**src/design/ppi_pkg.sv**
```systemverilog
// ----------------------------------------------------------------------------
// ppi_pkg: shared types and constants of the planar pose integrator
// Fixed-point formats, command and status codes, sequencer states and the
// CORDIC arctangent table in units of 2^-16 degree.
// ----------------------------------------------------------------------------
package ppi_pkg;

    localparam int CORDIC_STEPS = 16;
    localparam int POS_WIDTH    = 32;

    // field widths
    localparam int OP_W      = 3;
    localparam int AMT_W     = 24;
    localparam int HEAD_W    = 17;
    localparam int STAT_W    = 2;
    localparam int OUT_POS_W = 32;

    // stream payload widths
    localparam int S_TDATA_W   = ((AMT_W + 7) / 8) * 8;
    localparam int M_PAYLOAD_W = 2 * OUT_POS_W + HEAD_W;
    localparam int M_TDATA_W   = ((M_PAYLOAD_W + 7) / 8) * 8;
    localparam int M_PAD_W     = M_TDATA_W - M_PAYLOAD_W;

    // datapath widths
    localparam int XY_W       = 32;              // Q30 cos/sin with headroom
    localparam int Z_W        = 27;              // angle, 2^-16 degree
    localparam int FRAC       = 30;
    localparam int PROD_W     = AMT_W + XY_W;
    localparam int DELTA_W    = PROD_W - FRAC;
    localparam int SUM_W      = ((POS_WIDTH > DELTA_W) ? POS_WIDTH : DELTA_W) + 1;
    localparam int STEP_W     = $clog2(CORDIC_STEPS);
    localparam int TABLE_LEN  = 24;
    localparam int ATAN_IDX_W = $clog2(TABLE_LEN);
    localparam int REM_W      = AMT_W - 1;       // magnitude of a positive amount
    localparam int MOD_STEPS  = 7;               // 92160 * 2^7 exceeds any amount
    localparam int MOD_CNT_W  = $clog2(MOD_STEPS);

    // heading constants, 1/256 degree
    localparam logic [HEAD_W-1:0] HEADING_MOD = 17'd92160;
    localparam logic [HEAD_W-1:0] HEAD_90     = 17'd23040;
    localparam logic [HEAD_W-1:0] HEAD_270    = 17'd69120;
    localparam logic [HEAD_W-1:0] HEAD_180    = 17'd46080;

    localparam logic signed [XY_W-1:0]   CORDIC_GAIN = 32'sd652032875;
    localparam logic signed [PROD_W-1:0] ROUND_HALF  = PROD_W'(64'd1 << (FRAC - 1));

    localparam logic signed [POS_WIDTH-1:0] POS_MAX = {1'b0, {(POS_WIDTH-1){1'b1}}};
    localparam logic signed [POS_WIDTH-1:0] POS_MIN = {1'b1, {(POS_WIDTH-1){1'b0}}};

    // command codes
    localparam logic [OP_W-1:0] OP_FWD    = 3'd0;
    localparam logic [OP_W-1:0] OP_LEFT   = 3'd1;
    localparam logic [OP_W-1:0] OP_RIGHT  = 3'd2;
    localparam logic [OP_W-1:0] OP_STATUS = 3'd3;
    localparam logic [OP_W-1:0] OP_BACK   = 3'd4;
    localparam logic [OP_W-1:0] OP_RESET  = 3'd5;

    // result status codes
    localparam logic [STAT_W-1:0] ST_DONE   = 2'd0;
    localparam logic [STAT_W-1:0] ST_REJECT = 2'd1;
    localparam logic [STAT_W-1:0] ST_SAT    = 2'd2;

    typedef enum logic [2:0] {
        S_IDLE,
        S_ROT,
        S_MULX,
        S_MULY,
        S_ACCY,
        S_MOD,
        S_TURN,
        S_OUT
    } state_t;

    // atan(2^-i) in 2^-16 degree, rounded to nearest
    function automatic logic signed [Z_W-1:0] atan_deg(input logic [ATAN_IDX_W-1:0] idx);
        logic signed [Z_W-1:0] v;
        case (idx)
            5'd0:    v = 27'sd2949120;
            5'd1:    v = 27'sd1740967;
            5'd2:    v = 27'sd919879;
            5'd3:    v = 27'sd466945;
            5'd4:    v = 27'sd234379;
            5'd5:    v = 27'sd117304;
            5'd6:    v = 27'sd58666;
            5'd7:    v = 27'sd29335;
            5'd8:    v = 27'sd14668;
            5'd9:    v = 27'sd7334;
            5'd10:   v = 27'sd3667;
            5'd11:   v = 27'sd1833;
            5'd12:   v = 27'sd917;
            5'd13:   v = 27'sd458;
            5'd14:   v = 27'sd229;
            5'd15:   v = 27'sd115;
            5'd16:   v = 27'sd57;
            5'd17:   v = 27'sd29;
            5'd18:   v = 27'sd14;
            5'd19:   v = 27'sd7;
            5'd20:   v = 27'sd4;
            5'd21:   v = 27'sd2;
            5'd22:   v = 27'sd1;
            default: v = 27'sd0;
        endcase
        return v;
    endfunction

endpackage

```
**src/design/planar_pose_integrator.sv**
```systemverilog
// ----------------------------------------------------------------------------
// planar_pose_integrator: dead-reckoning update of a planar x/y/heading pose
// Move, turn, status and reset requests; one result request per command.
// ----------------------------------------------------------------------------
// Move: 16 CORDIC steps, two multiplies on the shared 24x32 multiplier and two
//   saturating adds before the result; turn: 7 compare/subtract steps of the
//   modulo unit; other commands go straight to the output state.
// The input is ready only in the idle state, so the next request can be
//   accepted only once the result is raised, while that result is valid.
// The result register lets the next command start while a result waits.
// Reset (rst_n low, asynchronous) zeroes the pose and empties the output.
// ----------------------------------------------------------------------------
module planar_pose_integrator
(
    input  logic                                  clk,
    input  logic                                  rst_n,
    // command stream
    input  logic                                  s_axis_tvalid,
    output logic                                  s_axis_tready,
    input  logic [ppi_pkg::S_TDATA_W-1:0]         s_axis_tdata,  // [23:0] amount
    input  logic [ppi_pkg::OP_W-1:0]              s_axis_tuser,  // [2:0] opcode
    // result stream
    output logic                                  m_axis_tvalid,
    input  logic                                  m_axis_tready,
    output logic [ppi_pkg::M_TDATA_W-1:0]         m_axis_tdata,  // [31:0] pos_x,
                                                                 // [63:32] pos_y,
                                                                 // [80:64] heading
    output logic [ppi_pkg::STAT_W-1:0]            m_axis_tuser   // [1:0] status
);
    import ppi_pkg::*;

    state_t state_reg, state_next;

    logic signed [POS_WIDTH-1:0] x_acc_reg, x_acc_next;
    logic signed [POS_WIDTH-1:0] y_acc_reg, y_acc_next;
    logic [HEAD_W-1:0]           heading_reg, heading_next;
    logic [STAT_W-1:0]           status_reg, status_next;
    logic                        back_reg, back_next;   // backward move
    logic                        left_reg, left_next;   // left turn
    logic signed [AMT_W-1:0]     amt_reg, amt_next;
    logic [REM_W-1:0]            rem_reg, rem_next;
    logic [MOD_CNT_W-1:0]        cnt_reg, cnt_next;
    logic signed [PROD_W-1:0]    prod_reg, prod_next;

    logic                        m_valid_reg, m_valid_next;
    logic [M_TDATA_W-1:0]        m_data_reg, m_data_next;
    logic [STAT_W-1:0]           m_user_reg, m_user_next;

    logic                        in_fire;
    logic signed [AMT_W-1:0]     in_amt;
    logic                        amt_bad;
    logic                        cordic_start;
    logic                        cordic_done;
    logic signed [XY_W-1:0]      cos_q, sin_q;

    logic signed [XY_W-1:0]      mul_b;
    logic signed [PROD_W-1:0]    mul_p;

    logic [REM_W:0]              mod_div;
    logic [HEAD_W:0]             turn_sum;
    logic [HEAD_W:0]             turn_wrap;
    logic signed [PROD_W-1:0]    prod_rnd;
    logic signed [DELTA_W-1:0]   delta;
    logic signed [SUM_W-1:0]     acc_sum;
    logic signed [POS_WIDTH-1:0] acc_base;
    logic signed [POS_WIDTH-1:0] acc_new;
    logic                        acc_sat;
    logic signed [63:0]          x_ext, y_ext;

    assign in_amt        = signed'(s_axis_tdata[AMT_W-1:0]);
    assign amt_bad       = in_amt[AMT_W-1] || (in_amt == '0);
    assign s_axis_tready = (state_reg == S_IDLE);
    assign in_fire       = s_axis_tvalid && s_axis_tready;
    assign cordic_start  = in_fire && !amt_bad &&
                           (s_axis_tuser == OP_FWD || s_axis_tuser == OP_BACK);

    ppi_cordic u_cordic
    (
        .clk   (clk),
        .rst_n (rst_n),
        .start (cordic_start),
        .head  (heading_reg),
        .done  (cordic_done),
        .cos_q (cos_q),
        .sin_q (sin_q)
    );

    // one 24x32 multiplier: cos in the x step, sin in the y step
    assign mul_b = (state_reg == S_MULY) ? sin_q : cos_q;
    assign mul_p = amt_reg * mul_b;

    // modulo step divisor: 92160 scaled by 2^cnt
    assign mod_div = (REM_W + 1)'(HEADING_MOD) << cnt_reg;

    // heading after the reduced turn, wrapped back into [0, 360)
    always_comb
    begin
        if (left_reg)
        begin
            turn_sum  = {1'b0, heading_reg} + (HEAD_W + 1)'(rem_reg);
            turn_wrap = (turn_sum >= (HEAD_W + 1)'(HEADING_MOD)) ?
                        turn_sum - (HEAD_W + 1)'(HEADING_MOD) : turn_sum;
        end
        else
        begin
            turn_sum  = {1'b0, heading_reg} - (HEAD_W + 1)'(rem_reg);
            turn_wrap = (heading_reg >= HEAD_W'(rem_reg)) ?
                        turn_sum : turn_sum + (HEAD_W + 1)'(HEADING_MOD);
        end
    end

    // round Q38 product to Q8, then saturating accumulate
    always_comb
    begin
        prod_rnd = prod_reg + ROUND_HALF;
        delta    = prod_rnd[PROD_W-1:FRAC];
        if (back_reg)
            delta = -delta;
        acc_base = (state_reg == S_MULY) ? x_acc_reg : y_acc_reg;
        acc_sum  = SUM_W'(acc_base) + SUM_W'(delta);
        acc_sat  = 1'b0;
        acc_new  = acc_sum[POS_WIDTH-1:0];
        if (acc_sum > SUM_W'(POS_MAX))
        begin
            acc_new = POS_MAX;
            acc_sat = 1'b1;
        end
        else if (acc_sum < SUM_W'(POS_MIN))
        begin
            acc_new = POS_MIN;
            acc_sat = 1'b1;
        end
    end

    assign x_ext = 64'(x_acc_reg);
    assign y_ext = 64'(y_acc_reg);

    // sequencer
    always_comb
    begin
        state_next   = state_reg;
        x_acc_next   = x_acc_reg;
        y_acc_next   = y_acc_reg;
        heading_next = heading_reg;
        status_next  = status_reg;
        back_next    = back_reg;
        left_next    = left_reg;
        amt_next     = amt_reg;
        rem_next     = rem_reg;
        cnt_next     = cnt_reg;
        prod_next    = prod_reg;
        m_valid_next = m_valid_reg;
        m_data_next  = m_data_reg;
        m_user_next  = m_user_reg;

        if (m_valid_reg && m_axis_tready)
            m_valid_next = 1'b0;

        case (state_reg)
            S_IDLE:
            begin
                if (in_fire)
                begin
                    amt_next    = in_amt;
                    rem_next    = in_amt[REM_W-1:0];
                    back_next   = (s_axis_tuser == OP_BACK);
                    left_next   = (s_axis_tuser == OP_LEFT);
                    cnt_next    = MOD_CNT_W'(MOD_STEPS - 1);
                    status_next = ST_DONE;
                    state_next  = S_OUT;
                    case (s_axis_tuser)
                        OP_FWD, OP_BACK:
                        begin
                            if (amt_bad)
                                status_next = ST_REJECT;
                            else
                                state_next = S_ROT;
                        end
                        OP_LEFT, OP_RIGHT:
                        begin
                            if (amt_bad)
                                status_next = ST_REJECT;
                            else
                                state_next = S_MOD;
                        end
                        OP_RESET:
                        begin
                            x_acc_next   = '0;
                            y_acc_next   = '0;
                            heading_next = '0;
                        end
                        default:
                        begin
                            // status and unused codes report the pose only
                        end
                    endcase
                end
            end
            S_ROT:
            begin
                if (cordic_done)
                    state_next = S_MULX;
            end
            S_MULX:
            begin
                prod_next  = mul_p;
                state_next = S_MULY;
            end
            S_MULY:
            begin
                x_acc_next = acc_new;
                if (acc_sat)
                    status_next = ST_SAT;
                prod_next  = mul_p;
                state_next = S_ACCY;
            end
            S_ACCY:
            begin
                y_acc_next = acc_new;
                if (acc_sat)
                    status_next = ST_SAT;
                state_next = S_OUT;
            end
            S_MOD:
            begin
                if ({1'b0, rem_reg} >= mod_div)
                    rem_next = rem_reg - mod_div[REM_W-1:0];
                if (cnt_reg == '0)
                    state_next = S_TURN;
                else
                    cnt_next = cnt_reg - 1'b1;
            end
            S_TURN:
            begin
                heading_next = turn_wrap[HEAD_W-1:0];
                state_next   = S_OUT;
            end
            S_OUT:
            begin
                if (!m_valid_reg || m_axis_tready)
                begin
                    m_valid_next = 1'b1;
                    m_data_next  = {{M_PAD_W{1'b0}}, heading_reg,
                                    y_ext[OUT_POS_W-1:0], x_ext[OUT_POS_W-1:0]};
                    m_user_next  = status_reg;
                    state_next   = S_IDLE;
                end
            end
            default:
            begin
                state_next = S_IDLE;
            end
        endcase
    end

    always_ff @(posedge clk or negedge rst_n)
    begin
        if (!rst_n)
        begin
            state_reg   <= S_IDLE;
            x_acc_reg   <= '0;
            y_acc_reg   <= '0;
            heading_reg <= '0;
            status_reg  <= ST_DONE;
            back_reg    <= 1'b0;
            left_reg    <= 1'b0;
            cnt_reg     <= '0;
            m_valid_reg <= 1'b0;
        end
        else
        begin
            state_reg   <= state_next;
            x_acc_reg   <= x_acc_next;
            y_acc_reg   <= y_acc_next;
            heading_reg <= heading_next;
            status_reg  <= status_next;
            back_reg    <= back_next;
            left_reg    <= left_next;
            cnt_reg     <= cnt_next;
            m_valid_reg <= m_valid_next;
        end
    end

    always_ff @(posedge clk)
    begin
        amt_reg    <= amt_next;
        rem_reg    <= rem_next;
        prod_reg   <= prod_next;
        m_data_reg <= m_data_next;
        m_user_reg <= m_user_next;
    end

    assign m_axis_tvalid = m_valid_reg;
    assign m_axis_tdata  = m_data_reg;
    assign m_axis_tuser  = m_user_reg;

    a_heading_range: assert property (@(posedge clk) disable iff (!rst_n)
        m_axis_tvalid |-> (m_axis_tdata[2*OUT_POS_W +: HEAD_W] < HEADING_MOD))
        else $error("reported heading outside one turn");

    a_cordic_in_rot: assert property (@(posedge clk) disable iff (!rst_n)
        cordic_done |-> (state_reg == S_ROT))
        else $error("cordic finished outside the rotation wait");

    a_reject_keeps_pose: assert property (@(posedge clk) disable iff (!rst_n)
        (in_fire && amt_bad && (s_axis_tuser == OP_FWD || s_axis_tuser == OP_BACK ||
         s_axis_tuser == OP_LEFT || s_axis_tuser == OP_RIGHT))
        |=> ($stable(x_acc_reg) && $stable(y_acc_reg) && $stable(heading_reg)))
        else $error("rejected command changed the pose");

    a_result_from_out: assert property (@(posedge clk) disable iff (!rst_n)
        $rose(m_axis_tvalid) |-> ($past(state_reg) == S_OUT))
        else $error("result raised outside the output state");

endmodule

```
**src/design/ppi_cordic.sv**
```systemverilog
// ----------------------------------------------------------------------------
// ppi_cordic: iterative rotation-mode CORDIC in degrees
// One micro-rotation per cycle; returns cos and sin of the heading in Q30.
// ----------------------------------------------------------------------------
module ppi_cordic
(
    input  logic                                  clk,
    input  logic                                  rst_n,
    input  logic                                  start,
    input  logic [ppi_pkg::HEAD_W-1:0]            head,
    output logic                                  done,
    output logic signed [ppi_pkg::XY_W-1:0]       cos_q,
    output logic signed [ppi_pkg::XY_W-1:0]       sin_q
);
    import ppi_pkg::*;

    logic signed [XY_W-1:0] x_reg, y_reg;
    logic signed [Z_W-1:0]  z_reg;
    logic [STEP_W-1:0]      step_reg;
    logic                   busy_reg;
    logic                   done_reg;
    logic                   flip_reg;

    logic signed [HEAD_W:0] head_fold;
    logic                   fold_flip;
    logic signed [XY_W-1:0] x_sh, y_sh;
    logic signed [Z_W-1:0]  atan_v;
    logic                   last_step;

    // fold into [-90, 90] degrees
    always_comb
    begin
        fold_flip = 1'b0;
        head_fold = signed'({1'b0, head});
        if (head > HEAD_90 && head < HEAD_270)
        begin
            head_fold = signed'({1'b0, head}) - signed'({1'b0, HEAD_180});
            fold_flip = 1'b1;
        end
        else if (head >= HEAD_270)
        begin
            head_fold = signed'({1'b0, head}) - signed'({1'b0, HEADING_MOD});
        end
    end

    assign x_sh      = x_reg >>> step_reg;
    assign y_sh      = y_reg >>> step_reg;
    assign atan_v    = atan_deg(ATAN_IDX_W'(step_reg));
    assign last_step = (step_reg == STEP_W'(CORDIC_STEPS - 1));

    always_ff @(posedge clk or negedge rst_n)
    begin
        if (!rst_n)
        begin
            busy_reg <= 1'b0;
            done_reg <= 1'b0;
            step_reg <= '0;
        end
        else
        begin
            done_reg <= busy_reg && last_step;
            if (start)
            begin
                busy_reg <= 1'b1;
                step_reg <= '0;
            end
            else if (busy_reg)
            begin
                step_reg <= step_reg + 1'b1;
                if (last_step)
                    busy_reg <= 1'b0;
            end
        end
    end

    always_ff @(posedge clk)
    begin
        if (start)
        begin
            x_reg    <= CORDIC_GAIN;
            y_reg    <= '0;
            z_reg    <= Z_W'(head_fold) <<< 8;
            flip_reg <= fold_flip;
        end
        else if (busy_reg)
        begin
            // zero residual rotates as positive
            if (!z_reg[Z_W-1])
            begin
                x_reg <= x_reg - y_sh;
                y_reg <= y_reg + x_sh;
                z_reg <= z_reg - atan_v;
            end
            else
            begin
                x_reg <= x_reg + y_sh;
                y_reg <= y_reg - x_sh;
                z_reg <= z_reg + atan_v;
            end
        end
    end

    assign done  = done_reg;
    assign cos_q = flip_reg ? -x_reg : x_reg;
    assign sin_q = flip_reg ? -y_reg : y_reg;

    a_done_after_busy: assert property (@(posedge clk) disable iff (!rst_n)
        done |-> $past(busy_reg))
        else $error("cordic done without a running rotation");

    a_start_idle: assert property (@(posedge clk) disable iff (!rst_n)
        start |-> !busy_reg)
        else $error("cordic restarted while busy");

    a_busy_ends: assert property (@(posedge clk) disable iff (!rst_n)
        (busy_reg && last_step && !start) |=> (!busy_reg && done))
        else $error("cordic did not finish after last step");

endmodule
```
**config.mk**
```make
export PLATFORM = sky130hd
export DESIGN_NAME = planar_pose_integrator
export DESIGN_NICKNAME = d
export VERILOG_FILES = /design/src/design/ppi_pkg.sv /design/src/design/planar_pose_integrator.sv /design/src/design/ppi_cordic.sv
export SDC_FILE = /design/constraint.sdc
export NUM_CORES = 2
export LEC_CHECK = 0
export BUFFER_PORTS_ARGS = -buffer_cell sky130_fd_sc_hd__buf_4
export CAP_MARGIN = 40
export CORE_AREA = 2 2 295 297
export DETAILED_ROUTE_END_ITERATION = 8
export DIE_AREA = 0 0 297 299
export GPL_TIMING_DRIVEN = 0
export PLACE_DENSITY = 0.95
export SLEW_MARGIN = 5
export SYNTH_ARGS = -nofsm -noshare
export SYNTH_HDL_FRONTEND = slang
export SYNTH_HIERARCHICAL = 1
export SYNTH_SLANG_ARGS = --single-unit
```
**constraint.sdc**
```tcl
create_clock -name clk -period 14.5 [get_ports clk]
set_input_delay 0 -clock clk [delete_from_list [all_inputs] [get_ports clk]]
set_output_delay 0 -clock clk [all_outputs]
set_load 0.05 [all_outputs]
```
==> flow_summary.json <==
{
  "status": "complete, no violations",
  "antenna_left": 0,
  "ios": 123,
  "grt_pass1_vias": 52600,
  "min_period_over_period_pct": 87.7,
  "startpoint_type": "flip-flop",
  "cts_tree": "yes",
  "drt-initial-drc-count": 6815,
  "cp.required_ns": 14.86,
  "globalplace.congestion": 1.09,
  "setup_violations": 0,
  "yosysTopAreaCellShare_pct": 28.1,
  "dp_slack_ns": 2.09,
  "port_buffers": 115,
  "hpwl_microns": 172000,
  "routed_wl_microns": 222000,
  "drtPass1Iterations": 9,
  "start_util_pct": 65.3,
  "overflow": 0,
  "layout-drive-gt1-share_pct": 6.74,
  "cpPeakStageDelay_ns": 0.97,
  "worst_slack_ns": 1.79,
  "cts-root-buf": "clkbuf_16",
  "max_freq_mhz": 78.7,
  "synth_edf_count": 177,
  "core_area_sq_mm": 0.0859,
  "clk_pin_slew_ns": 0.08,
  "antenna_found_initial": 20,
  "netlist_instances": 6324,
  "syn_area_sq_mm": 0.0561,
  "cp.arrival_ns": 13.07,
  "layout_commonest_cell": "nand2_1",
  "htreeDepth": 2,
  "cp_slowest_cell": "fa_1",
  "yosysUniqueCellTypes": 106,
  "fin_nets": 7738,
  "synthFlopType": "edfxtp_1",
  "cpMostUsedCell": "fa_1",
  "via_per_inst": 6.66,
  "worstHoldPathType": "in2reg",
  "drc": 0,
  "die_y_microns": 299,
  "slew_headroom_pct": 26.2,
  "netlist_top_cells_area": "fa_1 (28%), edfxtp_1 (9.5%), ha_1 (7.7%)",
  "grt_setup_unrepaired": "no",
  "dieArea_sq_mm": 0.0888,
  "cts_max_path_buffers": 3,
  "vias": 51800,
  "ys_seq_area_share_pct": 16.4,
  "grt_use_total_pct": 49.9,
  "setup_tns_ns": 0,
  "tightestPinTransition_ns": 1.11,
  "post_cts_resize_count": 0,
  "min_period_ns": 12.71,
  "grt_max_degree": 61,
  "yosysTopAreaCell": "fa_1",
  "yosysWarnings": 6,
  "async_flop_share_pct": 28.2,
  "wire_per_inst_microns": 28.5,
  "rows": 108,
  "avgSynthCellArea_sq_um": 8.87,
  "maxCapViolations": 0,
  "area_growth_pct": 8.74,
  "drv_slew": 0,
  "skew_ns": 0.0386,
  "cts_num_sinks": 347,
  "final_cell_mix": "nand2_1 (935), inv_1 (910), fa_1 (788)",
  "final_hold_viol_count": 0,
  "crit_type": "reg2reg",
  "numCtsBuffers": 41,
  "ys_seq_elements": 347,
  "grt_pass1_wl_microns": 327000,
  "largest_register_ff_count": 81,
  "clock_latency_ns": 0.65,
  "die_w_microns": 297,
  "worstPathMaxFanout": 10,
  "fillers": 6371,
  "cp-end-kind": "flip-flop"
}
-- synth_stat cells, drive strengths merged, types with 109 or more instances --
cell	instances
nand2	935
o21ai	279
edfxtp	177
and2	383
xnor2	256
inv	912
a21oi	247
ha	346
xor2	109
fa	788
clkbuf	284
nor2	293
-- final cells by class --
class                      count  area, sq um  area share [%]
clock buffer                  52         1110            1.81
buffer                       370         1580            2.60
multi-input combinational   4700        41900            68.7
tap                         1155         1450            2.37
sequential                   347         9210            15.1
antenna                       20         50.0          0.0820
timing repair buffer         200         1920            3.14
inverter                     913         3430            5.62
clock inverter                24          343           0.562
-- stage by stage --
stage	util, %	cells	area [sq um]	hold WS, ns
floorplan	-	6330	56100	-0.296
global placement	68.0	7600	58500	0.201
detailed placement	68.7	7644	59100	0.0211
CTS	70.8	7753	60900	0.0961
global route	71.0	7763	61000	0.118
finish	71.0	7781	61000	0.126
-- worst paths after layout --
| kind | startpoint | to | slack (ns) | cells past startpoint |
|---|---|---|---|---|
| max | u_cordic/x_reg[9]$_SDFFE_PP1P_ | prod_reg[55]$_DFFE_PP_ | 1.79 | 38 |
| min | s_axis_tdata[4] | amt_reg[4]$_DFFE_PP_ | 0.13 | 2 |
| max reg2reg | u_cordic/x_reg[9]$_SDFFE_PP1P_ | prod_reg[55]$_DFFE_PP_ | 1.79 | 38 |
| min reg2reg | y_acc_reg[2]$_DFFE_PN0P_ | m_axis_tdata[34]$_DFFE_PP_ | 0.48 | 0 |
| max in group asynchronous | rst_n | y_acc_reg[4]$_DFFE_PN0P_ | 13.67 | 4 |
| min in group asynchronous | rst_n | y_acc_reg[23]$_DFFE_PN0P_ | 0.47 | 4 |
-- timing repair --
item	in CTS	in global routing
setup buffers	0	0
setup endpoints to repair	0	0
hold endpoints to repair	152	0
hold buffers	33	0
-- routing by layer --
layer	global-route usage [%]	routed length, microns	vias to the layer above
met4	31.9	18200	12
met2	72.7	91600	4377
met3	19.3	33400	1207
li1	-	-	21000
met5	0.847	182	-
met1	62.4	78100	25200
-- kinds of logic (layout without fill, tap and decap cells) --
kind of cell,count (synthesis),in the layout,share of synthesized area (%)
and+or+nand+nor,2018,2018,17.0
other,1,27,0.00668
adders and majority gates,1134,1134,35.8
AOI/OAI and AO/OA,989,989,11.3
muxes,187,187,4.79
buffers and inverters,1283,1559,8.93
DFF,347,347,16.4
xor gates and xnor gates,365,365,5.70
-- worst max-delay path, delay by kind of cell (launching register included) --
kind | cells | cell delay [ns]
flip-flops | 1 | 0.33
adder cells (fa/ha/maj) | 8 | 4.59
buffers and inverters | 7 | 2.14
XOR/XNOR | 2 | 0.27
AO/OA/AOI/OAI | 8 | 1.49
AND/OR/NAND/NOR | 13 | 3.62
Power is left out: the tool's default activity adds up to more than one toggle a clock period on the data nets, which glitch-free logic cannot reach.
